==> config.mk <==
export PLATFORM = sky130hd
export DESIGN_NAME = calibrated_adc_trimmed_average_core_flat
export DESIGN_NICKNAME = d
export VERILOG_FILES = /design/src/catavg_pkg.sv /design/src/catavg_if.sv /design/src/calibrated_adc_trimmed_average_core.sv /design/src/flat_wrapper.sv
export SDC_FILE = /design/constraint.sdc
export NUM_CORES = 2
export LEC_CHECK = 0
export ABC_AREA = 1
export BUFFER_PORTS_ARGS = -buffer_cell sky130_fd_sc_hd__buf_4
export CORE_MARGIN = 1
export CORE_UTILIZATION = 40
export CTS_CLUSTER_DIAMETER = 120
export CTS_CLUSTER_SIZE = 25
export DETAILED_ROUTE_END_ITERATION = 12
export HOLD_SLACK_MARGIN = 0.06
export PLACE_DENSITY = 0.52
export SETUP_SLACK_MARGIN = 0.1
export SYNTH_ARGS = -nofsm -noshare
export SYNTH_HDL_FRONTEND = slang
export SYNTH_SLANG_ARGS = --single-unit
export TNS_END_PERCENT = 5
==> constraint.sdc <==
create_clock -name clk -period 12.2 [get_ports clk]
set_clock_uncertainty 0.05 [all_clocks]
set_input_delay 0.61 -clock clk [delete_from_list [all_inputs] [get_ports clk]]
set_output_delay 0.61 -clock clk [all_outputs]
set_load 0.05 [all_outputs]
==> src/catavg_pkg.sv <==
// Shared constants for the calibrated converter trimmed-average block.
`default_nettype none
package catavg_pkg;
  localparam int DEF_SAMPLES = 5;

  localparam int FULL_SCALE = 4095;
  localparam int MV_PER_V = 1000;
  localparam int CHAN_SCALE = FULL_SCALE * MV_PER_V;

  localparam int ADC_W = 12;
  localparam int RES_W = 32;
  localparam int ERR_W = 2;

  localparam logic [ERR_W-1:0] ERR_NONE = 2'd0;
  localparam logic [ERR_W-1:0] ERR_REF_ZERO = 2'd1;
  localparam logic [ERR_W-1:0] ERR_SPAN_ZERO = 2'd2;

  localparam logic [1:0] MODE_TEMP = 2'd0;
  localparam logic [1:0] MODE_SUPPLY = 2'd1;

  localparam logic [2:0] REG_MODE = 3'd0;
  localparam logic [2:0] REG_REF_CAL = 3'd1;
  localparam logic [2:0] REG_REF_OFFSET = 3'd2;
  localparam logic [2:0] REG_TCAL_LOW = 3'd3;
  localparam logic [2:0] REG_TCAL_HIGH = 3'd4;
  localparam logic [2:0] REG_CAL_MV = 3'd5;
  localparam logic [2:0] REG_TPT_LOW = 3'd6;
  localparam logic [2:0] REG_TPT_HIGH = 3'd7;

  localparam logic [1:0] RST_MODE = 2'd0;
  localparam logic [11:0] RST_REF_CAL = 12'd1671;
  localparam logic [11:0] RST_REF_OFFSET = 12'd0;
  localparam logic [11:0] RST_TCAL_LOW = 12'd670;
  localparam logic [11:0] RST_TCAL_HIGH = 12'd860;
  localparam logic [11:0] RST_CAL_MV = 12'd3000;
  localparam logic [8:0] RST_TPT_LOW = 9'd30;
  localparam logic [8:0] RST_TPT_HIGH = 9'd130;
endpackage
`default_nettype wire

==> src/catavg_if.sv <==
// Valid/ready channel interfaces for converter pairs and trimmed-mean results.
`default_nettype none
interface catavg_in_if;
  logic valid;
  logic ready;
  logic [catavg_pkg::ADC_W-1:0] ref_reading;
  logic [catavg_pkg::ADC_W-1:0] sample_reading;
  modport source (output valid, output ref_reading, output sample_reading, input ready);
  modport sink (input valid, input ref_reading, input sample_reading, output ready);
endinterface

interface catavg_out_if;
  logic valid;
  logic ready;
  logic signed [catavg_pkg::RES_W-1:0] result_q16;
  logic [catavg_pkg::ERR_W-1:0] error_code;
  modport source (output valid, output result_q16, output error_code, input ready);
  modport sink (input valid, input result_q16, input error_code, output ready);
endinterface
`default_nettype wire

==> src/calibrated_adc_trimmed_average_core.sv <==
// Top level: calibrated converter front end with trimmed-mean averaging.
//
//  channel     dir   handshake        payload
//  sample_in   in    valid/ready      ref_reading[11:0], sample_reading[11:0]
//  result_out  out   valid/ready      result_q16[31:0] signed, error_code[1:0]
//  apb         in    psel/penable     paddr[4:0], pwdata/prdata[31:0]
//
// Each converter pair is taken in, then makes up to four passes through the
// shared multiplier and 57 steps of the one-bit restoring divider. A batch
// end adds another divider pass for the trimmed mean unless the batch holds
// an error. A result sits in the output register until taken; a new batch
// waits before emitting if that register is still full.
// Reset (synchronous, active high) restores registers and clears accumulators.
`default_nettype none
module calibrated_adc_trimmed_average_core #(
  parameter int SAMPLES = catavg_pkg::DEF_SAMPLES
) (
  input  wire logic        clk,
  input  wire logic        rst,
  input  wire logic        psel,
  input  wire logic        penable,
  input  wire logic        pwrite,
  input  wire logic [4:0]  paddr,
  input  wire logic [31:0] pwdata,
  output logic      [31:0] prdata,
  output logic             pready,
  catavg_in_if.sink        sample_in,
  catavg_out_if.source     result_out
);
  localparam int CW = $clog2(SAMPLES + 1);
  localparam int NW = 56;         // signed numerator
  localparam int DENW = 37;       // signed denominator
  localparam int QW = NW + 1;     // rounded dividend 2n+d
  localparam int DDW = DENW + 1;  // divisor 2d
  localparam int ICW = $clog2(QW + 1);
  localparam int TRIM = SAMPLES - 2;

  localparam logic [2:0] S_IDLE = 3'd0;
  localparam logic [2:0] S_MUL  = 3'd1;
  localparam logic [2:0] S_PREP = 3'd2;
  localparam logic [2:0] S_DIV  = 3'd3;
  localparam logic [2:0] S_POST = 3'd4;
  localparam logic [2:0] S_ACC  = 3'd5;
  localparam logic [2:0] S_FIN  = 3'd6;
  localparam logic [2:0] S_EMIT = 3'd7;

  // configuration registers
  logic [1:0]  mode;
  logic [11:0] ref_cal_word, ref_offset, temp_cal_low, temp_cal_high, cal_supply_mv;
  logic [8:0]  temp_point_low, temp_point_high;

  logic        cfg_wr;
  logic [2:0]  cfg_idx;

  assign pready  = 1'b1;
  assign cfg_wr  = psel && penable && pwrite && pready;
  assign cfg_idx = paddr[4:2];

  always_ff @(posedge clk) begin
    if (rst) begin
      mode            <= catavg_pkg::RST_MODE;
      ref_cal_word    <= catavg_pkg::RST_REF_CAL;
      ref_offset      <= catavg_pkg::RST_REF_OFFSET;
      temp_cal_low    <= catavg_pkg::RST_TCAL_LOW;
      temp_cal_high   <= catavg_pkg::RST_TCAL_HIGH;
      cal_supply_mv   <= catavg_pkg::RST_CAL_MV;
      temp_point_low  <= catavg_pkg::RST_TPT_LOW;
      temp_point_high <= catavg_pkg::RST_TPT_HIGH;
    end else if (cfg_wr) begin
      unique case (cfg_idx)
        catavg_pkg::REG_MODE:       mode            <= pwdata[1:0];
        catavg_pkg::REG_REF_CAL:    ref_cal_word    <= pwdata[11:0];
        catavg_pkg::REG_REF_OFFSET: ref_offset      <= pwdata[11:0];
        catavg_pkg::REG_TCAL_LOW:   temp_cal_low    <= pwdata[11:0];
        catavg_pkg::REG_TCAL_HIGH:  temp_cal_high   <= pwdata[11:0];
        catavg_pkg::REG_CAL_MV:     cal_supply_mv   <= pwdata[11:0];
        catavg_pkg::REG_TPT_LOW:    temp_point_low  <= pwdata[8:0];
        catavg_pkg::REG_TPT_HIGH:   temp_point_high <= pwdata[8:0];
        default: ;
      endcase
    end
  end

  always_comb begin
    unique case (cfg_idx)
      catavg_pkg::REG_MODE:       prdata = {30'd0, mode};
      catavg_pkg::REG_REF_CAL:    prdata = {20'd0, ref_cal_word};
      catavg_pkg::REG_REF_OFFSET: prdata = {20'd0, ref_offset};
      catavg_pkg::REG_TCAL_LOW:   prdata = {20'd0, temp_cal_low};
      catavg_pkg::REG_TCAL_HIGH:  prdata = {20'd0, temp_cal_high};
      catavg_pkg::REG_CAL_MV:     prdata = {20'd0, cal_supply_mv};
      catavg_pkg::REG_TPT_LOW:    prdata = {23'd0, temp_point_low};
      catavg_pkg::REG_TPT_HIGH:   prdata = {23'd0, temp_point_high};
      default:                    prdata = 32'd0;
    endcase
  end

  // derived calibration terms
  logic signed [13:0] r_word;   // ref_cal_word + trim
  logic signed [12:0] span;     // C2 - C1
  logic signed [9:0]  dt;       // T2 - T1
  logic               is_temp, is_supply;

  assign r_word = $signed({2'b00, ref_cal_word}) + {{2{ref_offset[11]}}, $signed(ref_offset)};
  assign span   = $signed({1'b0, temp_cal_high}) - $signed({1'b0, temp_cal_low});
  assign dt     = {temp_point_high[8], $signed(temp_point_high)}
                - {temp_point_low[8], $signed(temp_point_low)};
  assign is_temp   = (mode == catavg_pkg::MODE_TEMP);
  assign is_supply = (mode == catavg_pkg::MODE_SUPPLY);

  // sequencer and datapath registers
  logic [2:0]  state;
  logic [1:0]  step;
  logic [11:0] ref_q, adc_q;
  logic [catavg_pkg::ERR_W-1:0] cur_err;
  logic        is_final;
  logic signed [27:0] t_a, t_b;
  logic signed [NW-1:0] num;
  logic signed [DENW-1:0] den;
  logic [QW-1:0]  dvd;      // dividend shifting out, quotient shifting in
  logic [DDW-1:0] dsr;
  logic [DDW-1:0] rem;
  logic [ICW-1:0] div_cnt;
  logic        neg;
  logic signed [31:0] val;

  // batch accumulators
  logic [CW-1:0]      sample_count;
  logic signed [39:0] running_sum;
  logic signed [31:0] running_min, running_max;
  logic [catavg_pkg::ERR_W-1:0] batch_error;

  logic signed [catavg_pkg::RES_W-1:0] out_res;
  logic [catavg_pkg::ERR_W-1:0]        out_err;
  logic                                out_valid;

  assign sample_in.ready      = (state == S_IDLE);
  assign result_out.valid     = out_valid;
  assign result_out.result_q16 = out_res;
  assign result_out.error_code = out_err;

  // shared multiplier: operands picked by mode and step
  logic signed [27:0] mul_a;
  logic signed [23:0] mul_b;
  logic signed [51:0] mul_p;
  logic               mul_last;

  always_comb begin
    mul_a = 28'sd0;
    mul_b = 24'sd0;
    mul_last = 1'b0;
    if (is_temp) begin
      unique case (step)
        2'd0: begin mul_a = $signed({16'd0, adc_q}); mul_b = 24'(r_word); end
        2'd1: begin mul_a = $signed({16'd0, temp_cal_low}); mul_b = $signed({12'd0, ref_q}); end
        2'd2: begin mul_a = t_a - t_b; mul_b = 24'(dt); end
        default: begin
          mul_a = $signed({16'd0, ref_q}); mul_b = 24'(span); mul_last = 1'b1;
        end
      endcase
    end else if (is_supply) begin
      if (step == 2'd0) begin
        mul_a = $signed({16'd0, cal_supply_mv}); mul_b = 24'(r_word);
      end else begin
        mul_a = $signed({16'd0, ref_q}); mul_b = 24'(catavg_pkg::MV_PER_V); mul_last = 1'b1;
      end
    end else begin
      unique case (step)
        2'd0: begin mul_a = $signed({16'd0, cal_supply_mv}); mul_b = 24'(r_word); end
        2'd1: begin mul_a = t_a; mul_b = $signed({12'd0, adc_q}); end
        default: begin
          mul_a = $signed({16'd0, ref_q}); mul_b = 24'(catavg_pkg::CHAN_SCALE);
          mul_last = 1'b1;
        end
      endcase
    end
  end

  assign mul_p = mul_a * mul_b;

  // destination of each product
  logic num_from_mul, den_from_mul, ta_from_mul, tb_from_mul;
  always_comb begin
    num_from_mul = 1'b0;
    den_from_mul = mul_last;
    ta_from_mul  = 1'b0;
    tb_from_mul  = 1'b0;
    if (is_temp) begin
      ta_from_mul  = (step == 2'd0);
      tb_from_mul  = (step == 2'd1);
      num_from_mul = (step == 2'd2);
    end else if (is_supply) begin
      num_from_mul = (step == 2'd0);
    end else begin
      ta_from_mul  = (step == 2'd0);
      num_from_mul = (step == 2'd1);
    end
  end

  // divider step
  logic [DDW:0]  rem_sh;
  logic          q_bit;
  logic [NW-1:0] n_mag;
  logic [DENW-1:0] d_mag;

  assign rem_sh = {rem, dvd[QW-1]};
  assign q_bit  = (rem_sh >= {1'b0, dsr});
  assign n_mag  = num[NW-1] ? NW'(-num) : NW'(num);
  assign d_mag  = den[DENW-1] ? DENW'(-den) : DENW'(den);

  // quotient sign, temperature offset and saturation
  logic signed [QW:0]   q_signed;
  logic signed [QW+1:0] q_total;
  logic signed [QW+1:0] t1_q16;

  assign q_signed = neg ? -$signed({1'b0, dvd}) : $signed({1'b0, dvd});
  assign t1_q16   = (is_temp && !is_final)
                  ? ((QW + 2)'($signed(temp_point_low)) <<< 16) : '0;
  assign q_total  = (QW + 2)'(q_signed) + t1_q16;

  logic signed [31:0] sat_val;
  always_comb begin
    if (q_total > (QW + 2)'(32'sh7fffffff))      sat_val = 32'sh7fffffff;
    else if (q_total < -(QW + 2)'(33'sh080000000)) sat_val = 32'sh80000000;
    else                                          sat_val = q_total[31:0];
  end

  logic signed [41:0] rest;
  assign rest = 42'(running_sum) - 42'(running_min) - 42'(running_max);

  logic [CW-1:0] count_next;
  assign count_next = sample_count + CW'(1);

  logic out_load;
  assign out_load = (state == S_EMIT) && (!out_valid || result_out.ready);

  always_ff @(posedge clk) begin
    if (rst) begin
      state        <= S_IDLE;
      step         <= 2'd0;
      div_cnt      <= '0;
      is_final     <= 1'b0;
      sample_count <= '0;
      running_sum  <= '0;
      running_min  <= 32'sh7fffffff;
      running_max  <= 32'sh80000000;
      batch_error  <= catavg_pkg::ERR_NONE;
      out_valid    <= 1'b0;
    end else begin
      if (out_load) out_valid <= 1'b1;
      else if (result_out.ready) out_valid <= 1'b0;

      unique case (state)
        S_IDLE: begin
          if (sample_in.valid) begin
            ref_q    <= sample_in.ref_reading;
            adc_q    <= sample_in.sample_reading;
            step     <= 2'd0;
            is_final <= 1'b0;
            // reference or span of zero: count the sample as zero
            if (sample_in.ref_reading == 12'd0) begin
              cur_err <= catavg_pkg::ERR_REF_ZERO;
              val     <= 32'sd0;
              state   <= S_ACC;
            end else if (is_temp && span == 13'sd0) begin
              cur_err <= catavg_pkg::ERR_SPAN_ZERO;
              val     <= 32'sd0;
              state   <= S_ACC;
            end else begin
              cur_err <= catavg_pkg::ERR_NONE;
              state   <= S_MUL;
            end
          end
        end
        S_MUL: begin
          if (ta_from_mul)  t_a <= mul_p[27:0];
          if (tb_from_mul)  t_b <= mul_p[27:0];
          if (num_from_mul) num <= {mul_p[39:0], 16'd0};
          if (den_from_mul) den <= mul_p[DENW-1:0];
          step <= step + 2'd1;
          if (mul_last) state <= S_PREP;
        end
        S_PREP: begin
          // round to nearest: (2n + d) / (2d) on magnitudes
          dvd     <= {n_mag, 1'b0} + QW'(d_mag);
          dsr     <= {d_mag, 1'b0};
          rem     <= '0;
          neg     <= num[NW-1] ^ den[DENW-1];
          div_cnt <= '0;
          state   <= S_DIV;
        end
        S_DIV: begin
          rem     <= q_bit ? DDW'(rem_sh - {1'b0, dsr}) : rem_sh[DDW-1:0];
          dvd     <= {dvd[QW-2:0], q_bit};
          div_cnt <= div_cnt + ICW'(1);
          if (div_cnt == ICW'(QW - 1)) state <= S_POST;
        end
        S_POST: begin
          val   <= sat_val;
          state <= is_final ? S_EMIT : S_ACC;
        end
        S_ACC: begin
          if (cur_err != catavg_pkg::ERR_NONE && batch_error == catavg_pkg::ERR_NONE)
            batch_error <= cur_err;
          running_sum  <= running_sum + 40'(val);
          if (val < running_min) running_min <= val;
          if (val > running_max) running_max <= val;
          sample_count <= count_next;
          state        <= (count_next == CW'(SAMPLES)) ? S_FIN : S_IDLE;
        end
        S_FIN: begin
          // drop one minimum and one maximum, divide by the rest count
          is_final <= 1'b1;
          num      <= NW'(rest);
          den      <= DENW'(TRIM);
          if (batch_error != catavg_pkg::ERR_NONE) begin
            val   <= 32'sd0;
            state <= S_EMIT;
          end else begin
            state <= S_PREP;
          end
        end
        S_EMIT: begin
          // hold until the output register is free
          if (out_load) begin
            sample_count <= '0;
            running_sum  <= '0;
            running_min  <= 32'sh7fffffff;
            running_max  <= 32'sh80000000;
            batch_error  <= catavg_pkg::ERR_NONE;
            state        <= S_IDLE;
          end
        end
        default: state <= S_IDLE;
      endcase
    end
  end

  always_ff @(posedge clk) begin
    if (out_load) begin
      out_res <= val;
      out_err <= batch_error;
    end
  end
endmodule
`default_nettype wire

==> src/flat_wrapper.sv <==
// flat-port wrapper written by rule: the top's interface ports become plain ports
module calibrated_adc_trimmed_average_core_flat 
#(
  parameter int SAMPLES = catavg_pkg::DEF_SAMPLES
)
  (clk, rst, psel, penable, pwrite, paddr, pwdata, prdata, pready, sample_in_valid, sample_in_ref_reading, sample_in_sample_reading, sample_in_ready, result_out_valid, result_out_result_q16, result_out_error_code, result_out_ready);
  catavg_in_if sample_in_i ();
  catavg_out_if result_out_i ();
  input  wire logic clk;
  input  wire logic rst;
  input  wire logic psel;
  input  wire logic penable;
  input  wire logic pwrite;
  input  wire logic [4:0] paddr;
  input  wire logic [31:0] pwdata;
  output logic      [31:0] prdata;
  output logic pready;
  input wire logic [$bits(sample_in_i.valid)-1:0] sample_in_valid;
  input wire logic [$bits(sample_in_i.ref_reading)-1:0] sample_in_ref_reading;
  input wire logic [$bits(sample_in_i.sample_reading)-1:0] sample_in_sample_reading;
  output wire logic [$bits(sample_in_i.ready)-1:0] sample_in_ready;
  output wire logic [$bits(result_out_i.valid)-1:0] result_out_valid;
  output wire logic [$bits(result_out_i.result_q16)-1:0] result_out_result_q16;
  output wire logic [$bits(result_out_i.error_code)-1:0] result_out_error_code;
  input wire logic [$bits(result_out_i.ready)-1:0] result_out_ready;
  assign sample_in_i.valid = sample_in_valid;
  assign sample_in_i.ref_reading = sample_in_ref_reading;
  assign sample_in_i.sample_reading = sample_in_sample_reading;
  assign sample_in_ready = sample_in_i.ready;
  assign result_out_valid = result_out_i.valid;
  assign result_out_result_q16 = result_out_i.result_q16;
  assign result_out_error_code = result_out_i.error_code;
  assign result_out_i.ready = result_out_ready;
  calibrated_adc_trimmed_average_core #(.SAMPLES(SAMPLES)) u_core (.clk(clk), .rst(rst), .psel(psel), .penable(penable), .pwrite(pwrite), .paddr(paddr), .pwdata(pwdata), .prdata(prdata), .pready(pready), .sample_in(sample_in_i), .result_out(result_out_i));
endmodule
* Word-level counts from Yosys, hierarchy flattened *
Index checks and enable logic that the tools add are counted.

storage, ports and cells
  register bits = 576
  input bits = 68
  output and inout port bits = 69
  logic and storage cells = 204

cells by class
  $add $sub $neg = 16
  multiply operators = 1
  order comparisons = 5
  equality and inequality tests = 29
  multiplexer cells = 69
  bitwise gates (word level) = 2
  reductions and logical operators = 50

operators by type and width
  operator                number
  $mux W32                10
  $pmux W32 S8            1
  $pmux W32 S2            2
  $pmux W57 S2            1
  $mux W56                2
  $pmux W56 S2            1
  $pmux W32 S3            1
  $pmux W28 S3            1
  $pmux W40 S2            1
  $pmux W38 S2            1
  $mux W37                2
  $pmux W37 S2            1
  $mux W24                3
  $pmux W24 S3            1
  $add A58 B59 Y59        1
  $gt A59 B32 Y1 const B  1
  $lt A59 B32 Y1 const B  1
  $mux W59                1
  $mux W58                1
  $neg A57 Y58            1
  $add A57 B37 Y57        1
  $mux W28                2
  $neg A56 Y56            1
  $pmux W28 S2            1
  54 further kinds        133

* Depth between registers and ports, before layout *
  word-level depth = 8
  gate-level depth with buffers = 51
  gate-level depth less buffers = 50

* Worst setup path before layout *
OpenSTA, ideal clock, no wires.

  kind = register to register
  from = reg u_core.temp_point_high[0]
  to = reg u_core.num[53], data pin
  arrival = 8.271 ns
  path slack = 3.617 ns
  cell stages (with the launch flop) = 52
  buffers on the path = 1
  cell sequence = dfxtp_1 > inv_1 > ha_1 > inv_1 > fa_1 > a21oi_1 > o21bai_1 > nand2_1 > inv_1 > nor2_1 > nor2_1 > o21ai_0 > nand2_1 > a21o_1 > xor2_1 > o21ai_0 > nand2_1 > nand2_1 > [16 not listed] > fa_1 > inv_1 > ha_1 > nand2_1 > nor2_1 > inv_1 > nor2_1 > inv_1 > o221ai_1 > a21oi_1 > o31ai_1 > nand2_1 > nand2_1 > nand2_1 > nand2_1 > nand2_1 > nand3_1 > nand2_1

on the way
  word-level cells in the longest chain between the ends = 6

ends and longest elaborated chain
  what                      line                                        text
  start: declaration        calibrated_adc_trimmed_average_core.sv:50   logic [8:0] temp_point_low, temp_point_high;
  start signal: assignment  calibrated_adc_trimmed_average_core.sv:68   temp_point_high <= catavg_pkg::RST_TPT_HIGH;
  start signal: assignment  calibrated_adc_trimmed_average_core.sv:78   catavg_pkg::REG_TPT_HIGH: temp_point_high <= pwdata[8:0];
  $sub A9 B9 Y10            calibrated_adc_trimmed_average_core.sv:107  - {temp_point_low[8], $signed(temp_point_low)};
  $pmux W24 S3              calibrated_adc_trimmed_average_core.sv:153  unique case (step)
  $mux W24                  calibrated_adc_trimmed_average_core.sv:152  if (is_temp) begin
  $mul A28 B24 Y40          calibrated_adc_trimmed_average_core.sv:179  assign mul_p = mul_a * mul_b;
  $mux W56                  calibrated_adc_trimmed_average_core.sv:278  if (num_from_mul) num <= {mul_p[39:0], 16'd0};
  $pmux W56 S2              calibrated_adc_trimmed_average_core.sv:253  unique case (state)
  end signal: assignment    calibrated_adc_trimmed_average_core.sv:278
  end signal: assignment    calibrated_adc_trimmed_average_core.sv:314  num <= NW'(rest);
  end: declaration          calibrated_adc_trimmed_average_core.sv:118  logic signed [NW-1:0] num;

No other way between the ends. The select of a mux whose other input is x is not followed.
A chain may end at the register's enable or synchronous reset.

* Final worst setup path *
  from = reg u_core.temp_point_low[6]
  to = reg u_core.num[55], data pin

on the way
  word-level cells in the longest chain between the ends = 6

ends and longest elaborated chain
  what                      line                                        text
  start: declaration        calibrated_adc_trimmed_average_core.sv:50
  start signal: assignment  calibrated_adc_trimmed_average_core.sv:67   temp_point_low <= catavg_pkg::RST_TPT_LOW;
  start signal: assignment  calibrated_adc_trimmed_average_core.sv:77   catavg_pkg::REG_TPT_LOW: temp_point_low <= pwdata[8:0];
  $sub A9 B9 Y10            calibrated_adc_trimmed_average_core.sv:107
  $pmux W24 S3              calibrated_adc_trimmed_average_core.sv:153
  $mux W24                  calibrated_adc_trimmed_average_core.sv:152
  $mul A28 B24 Y40          calibrated_adc_trimmed_average_core.sv:179
  $mux W56                  calibrated_adc_trimmed_average_core.sv:278
  $pmux W56 S2              calibrated_adc_trimmed_average_core.sv:253

No other way between the ends. The select of a mux whose other input is x is not followed.

==> flow_summary_export.csv <==
group,metric,value,unit
placement,port-buffer-count,93,
clock_network,root_buffer,"clkbuf_16",
global_routing,grt_use_total,28.2,%
floorplanning,initial_utilization,40.4,%
logic_synthesis,synth_edf_count,374,
drt,vias_per_cell,5.33,
logic_synthesis,synth_async_sr_flop_share,0,%
placement,dp_hpwl,193,mm
timing,max_freq,90.6,MHz
clock_network,clock-sinks,576,
clock_network,cts_tree,"done",
logic_synthesis,yosysWarnings,0,
global_routing,grt_antenna_before_repair,3,
logic_synthesis,synth_area,0.0640,mm^2
layout,syn_to_final_growth,6.99,%
logic_synthesis,synth_top_cell_by_area,"fa_1",
drt,wl_per_cell,21.9,um
critical_path,path_delay_family,"adder cells",
drt,vias,56300,
layout,finalInstanceArea,0.0685,mm^2
layout,layout-drive-gt1-share,4.55,%
floorplanning,die-area,0.162,mm^2
critical_path,cp.arrival,11370,ps
timing,fin_hold_ws,139,ps
critical_path,endpoint_kind,"flop",
critical_path,reg2regPathDepth,39,
logic_synthesis,synth_seq_area_share,23.9,%
floorplanning,die_h,402,um
timing,setup_tns,0,ps
hold_path,hold_path_class,"primary input to flop",
logic_synthesis,syn_avg_cell_area,7.60,um^2
clock_network,cts-htree-levels,1,
floorplanning,io_pins,137,
clock_network,clk_latency,700,ps
outcome,outcome,"completed",
critical_path,crit_buf_inv,7,
drt,ant_nets,0,
timing,finalSetupViolations,0,
hold_path,min_from,"pwdata[10]",
global_routing,grt_pass1_vias,55400,
critical_path,cpMaxStageDelayCell,"nor2_1",
critical_path,rr_endpoint,"u_core.num[55]$_DFFE_PP_",
clock_network,max-clock-path-buffers,3,
layout,final_util,43.2,%
job,drv_cap,0,
drt,drc,0,
floorplanning,row_count,146,
logic_synthesis,synth_cell_types,73,
timing,relSlewSlack,11.8,%
layout,fillerInstances,16400,
timing,rsz0062_at_grt,"no",
critical_path,startpoint_type,"flop",
layout,fin_nets,9597,
timing,hold_viol_final,0,
critical_path,critPathKind,"flop to flop",
clock_network,cts-buffers-inserted,29,
drt,firstDrtPassIters,6,
placement,gp_congestion,0.978,
critical_path,required,12530,ps
timing,worst_pin_slew,1310,ps
logic_synthesis,synth_cells,8421,
global_routing,grt_overflow,0,
critical_path,critical_path.max_fanout,12,
timing,period_share,90.4,%
global_routing,grt_first_pass_wirelength,346,mm
global_routing,grt_max_degree,80,
logic_synthesis,ys.flop_type,"edfxtp_1",
clock_network,post_cts_buffers,0,
logic_synthesis,yosysTopAreaCellShare,18.4,%
placement,dpl-instance-area,0.0673,mm^2
critical_path,r2r-start,"u_core.temp_point_low[6]$_SDFFE_PP0P_",
logic_synthesis,synth.top_cells.by_area,"fa_1, edfxtp_1, inv_1",
floorplanning,core_area,0.159,mm^2
critical_path,r2r_slack,1170,ps
floorplanning,die_w,402,um
logic_synthesis,synth.ff_latch_count,576,
critical_path,crit_path_max_incr_delay,870,ps
drt,totalWireLength,231,mm
clock_network,clkTransAtPathRegs,120,ps
timing,period_needed,11030,ps
critical_path,crit_top_cell,"nand2_1",
hold_path,min_to,"u_core.ref_cal_word[10]$_SDFFE_PP1P_",
timing,maxSlewViolCount,0,
drt,drt_iter0_markers,4365,
hold_path,worstHoldPathCells,3,
[cells in the mapped netlist, drive strengths merged (67+ instances only)]
library cell,n
fa,587
o21ai,519
dfxtp,202
nand3,358
nand2,1582
a31oi,67
xnor2,113
inv,1638
nand4,76
edfxtp,374
xor2,187
a21oi,641
ha,464
clkbuf,161
nor2,906
nor3,97
[what timing repair did]
action / 4_1_cts / 5_1_grt
hold endpoints to repair: 24 / 0
resized for setup: 0 / 0
hold buffers: 24 / 0
[layout make-up]
cell class | count | area, um^2 | area share [%]
repair buffers | 216 | 1690 | 2.47
well taps | 2072 | 2590 | 3.78
multi-input cells | 6008 | 41800 | 61.1
clock inverters | 9 | 114 | 0.166
flip-flops and latches | 576 | 15300 | 22.3
inverters | 1647 | 6180 | 9.03
diodes | 1 | 2.50 | 0.00365
clock buffers | 42 | 796 | 1.16
[cells by family (layout without fill, tap and decap cells)]
kind of cell / count (synthesis) / count (layout) / synth area share (%)
and+or+nand+nor: 3137 / 3137 / 20.3
buffers and inverters: 1856 / 1914 / 11.1
AOI/OAI and AO/OA: 1499 / 1499 / 13.2
adders and majority gates: 1051 / 1051 / 27.4
DFF: 576 / 576 / 23.9
xor gates and xnor gates: 300 / 300 / 4.13
other: 2 / 22 / 0.0117
[metrics by stage]
stage	setup slack (ps)	cells
after floorplan	3620	8440
after global placement	1210	10500
after detailed placement	1210	10500
after CTS	1170	10600
after global routing	530	10600
final	1170	10600
[state kept, by name (all words and copies together) (netlist names), 37 cells and up]
signal              flops
u_core.den             37
u_core.dsr             37
u_core.dvd             57
u_core.num             56
u_core.rem             38
u_core.running_sum     40
[per-layer routing]
layer	vias to the layer above	track usage [%]	routed length [um]
li1	27100	-	-
met1	27600	38.2	103000
met2	1359	47.6	110000
met3	246	2.38	10800
met4	0	8.73	7890
met5	-	0	0
[worst max path at each step]
stage                                                      start                        to  slack, ps  depth (start not counted)
after floorplan           u_core.temp_point_high[0]$_SDFFE_PP0P_  u_core.num[53]$_DFFE_PP_       3620                         51
after global placement     u_core.temp_point_low[6]$_SDFFE_PP0P_  u_core.num[53]$_DFFE_PP_       1210                         43
after detailed placement   u_core.temp_point_low[6]$_SDFFE_PP0P_  u_core.num[55]$_DFFE_PP_       1210                         38
after CTS                  u_core.temp_point_low[6]$_SDFFE_PP0P_  u_core.num[55]$_DFFE_PP_       1170                         38
after global routing       u_core.temp_point_low[8]$_SDFFE_PP0P_  u_core.num[53]$_DFFE_PP_        530                         43
final                      u_core.temp_point_low[6]$_SDFFE_PP0P_  u_core.num[55]$_DFFE_PP_       1170                         39
[placed cells by master, fill, tap and decap left out, types with 17 or more instances in the layout]
cell type      instances
o21a_1                27
o21ai_2               23
buf_4                191
nand2_1             1571
dfxtp_1              202
ha_1                 464
fa_1                 587
xnor2_1              113
a211oi_1              17
o211ai_1              37
nor4_1                38
o21ai_1               25
o21ai_0              471
edfxtp_1             374
clkbuf_16             30
o21bai_1              24
inv_1               1628
nand3_1              356
nand4_1               75
o22ai_1               44
or2_2                 43
xor2_1               185
a31oi_1               62
a21oi_1              639
a221oi_1              19
conb_1                21
nor2_1               883
dlygate4sd3_1         24
nor3_1                82
[tightest hold or removal path, cell delays in order]
cell     delay (ps)
buf_4           130
nand2_1          60
nand3_1          70
Power is left out: the tool's default activity adds up to more than one toggle a clock period on the data nets, which glitch-free logic cannot reach.
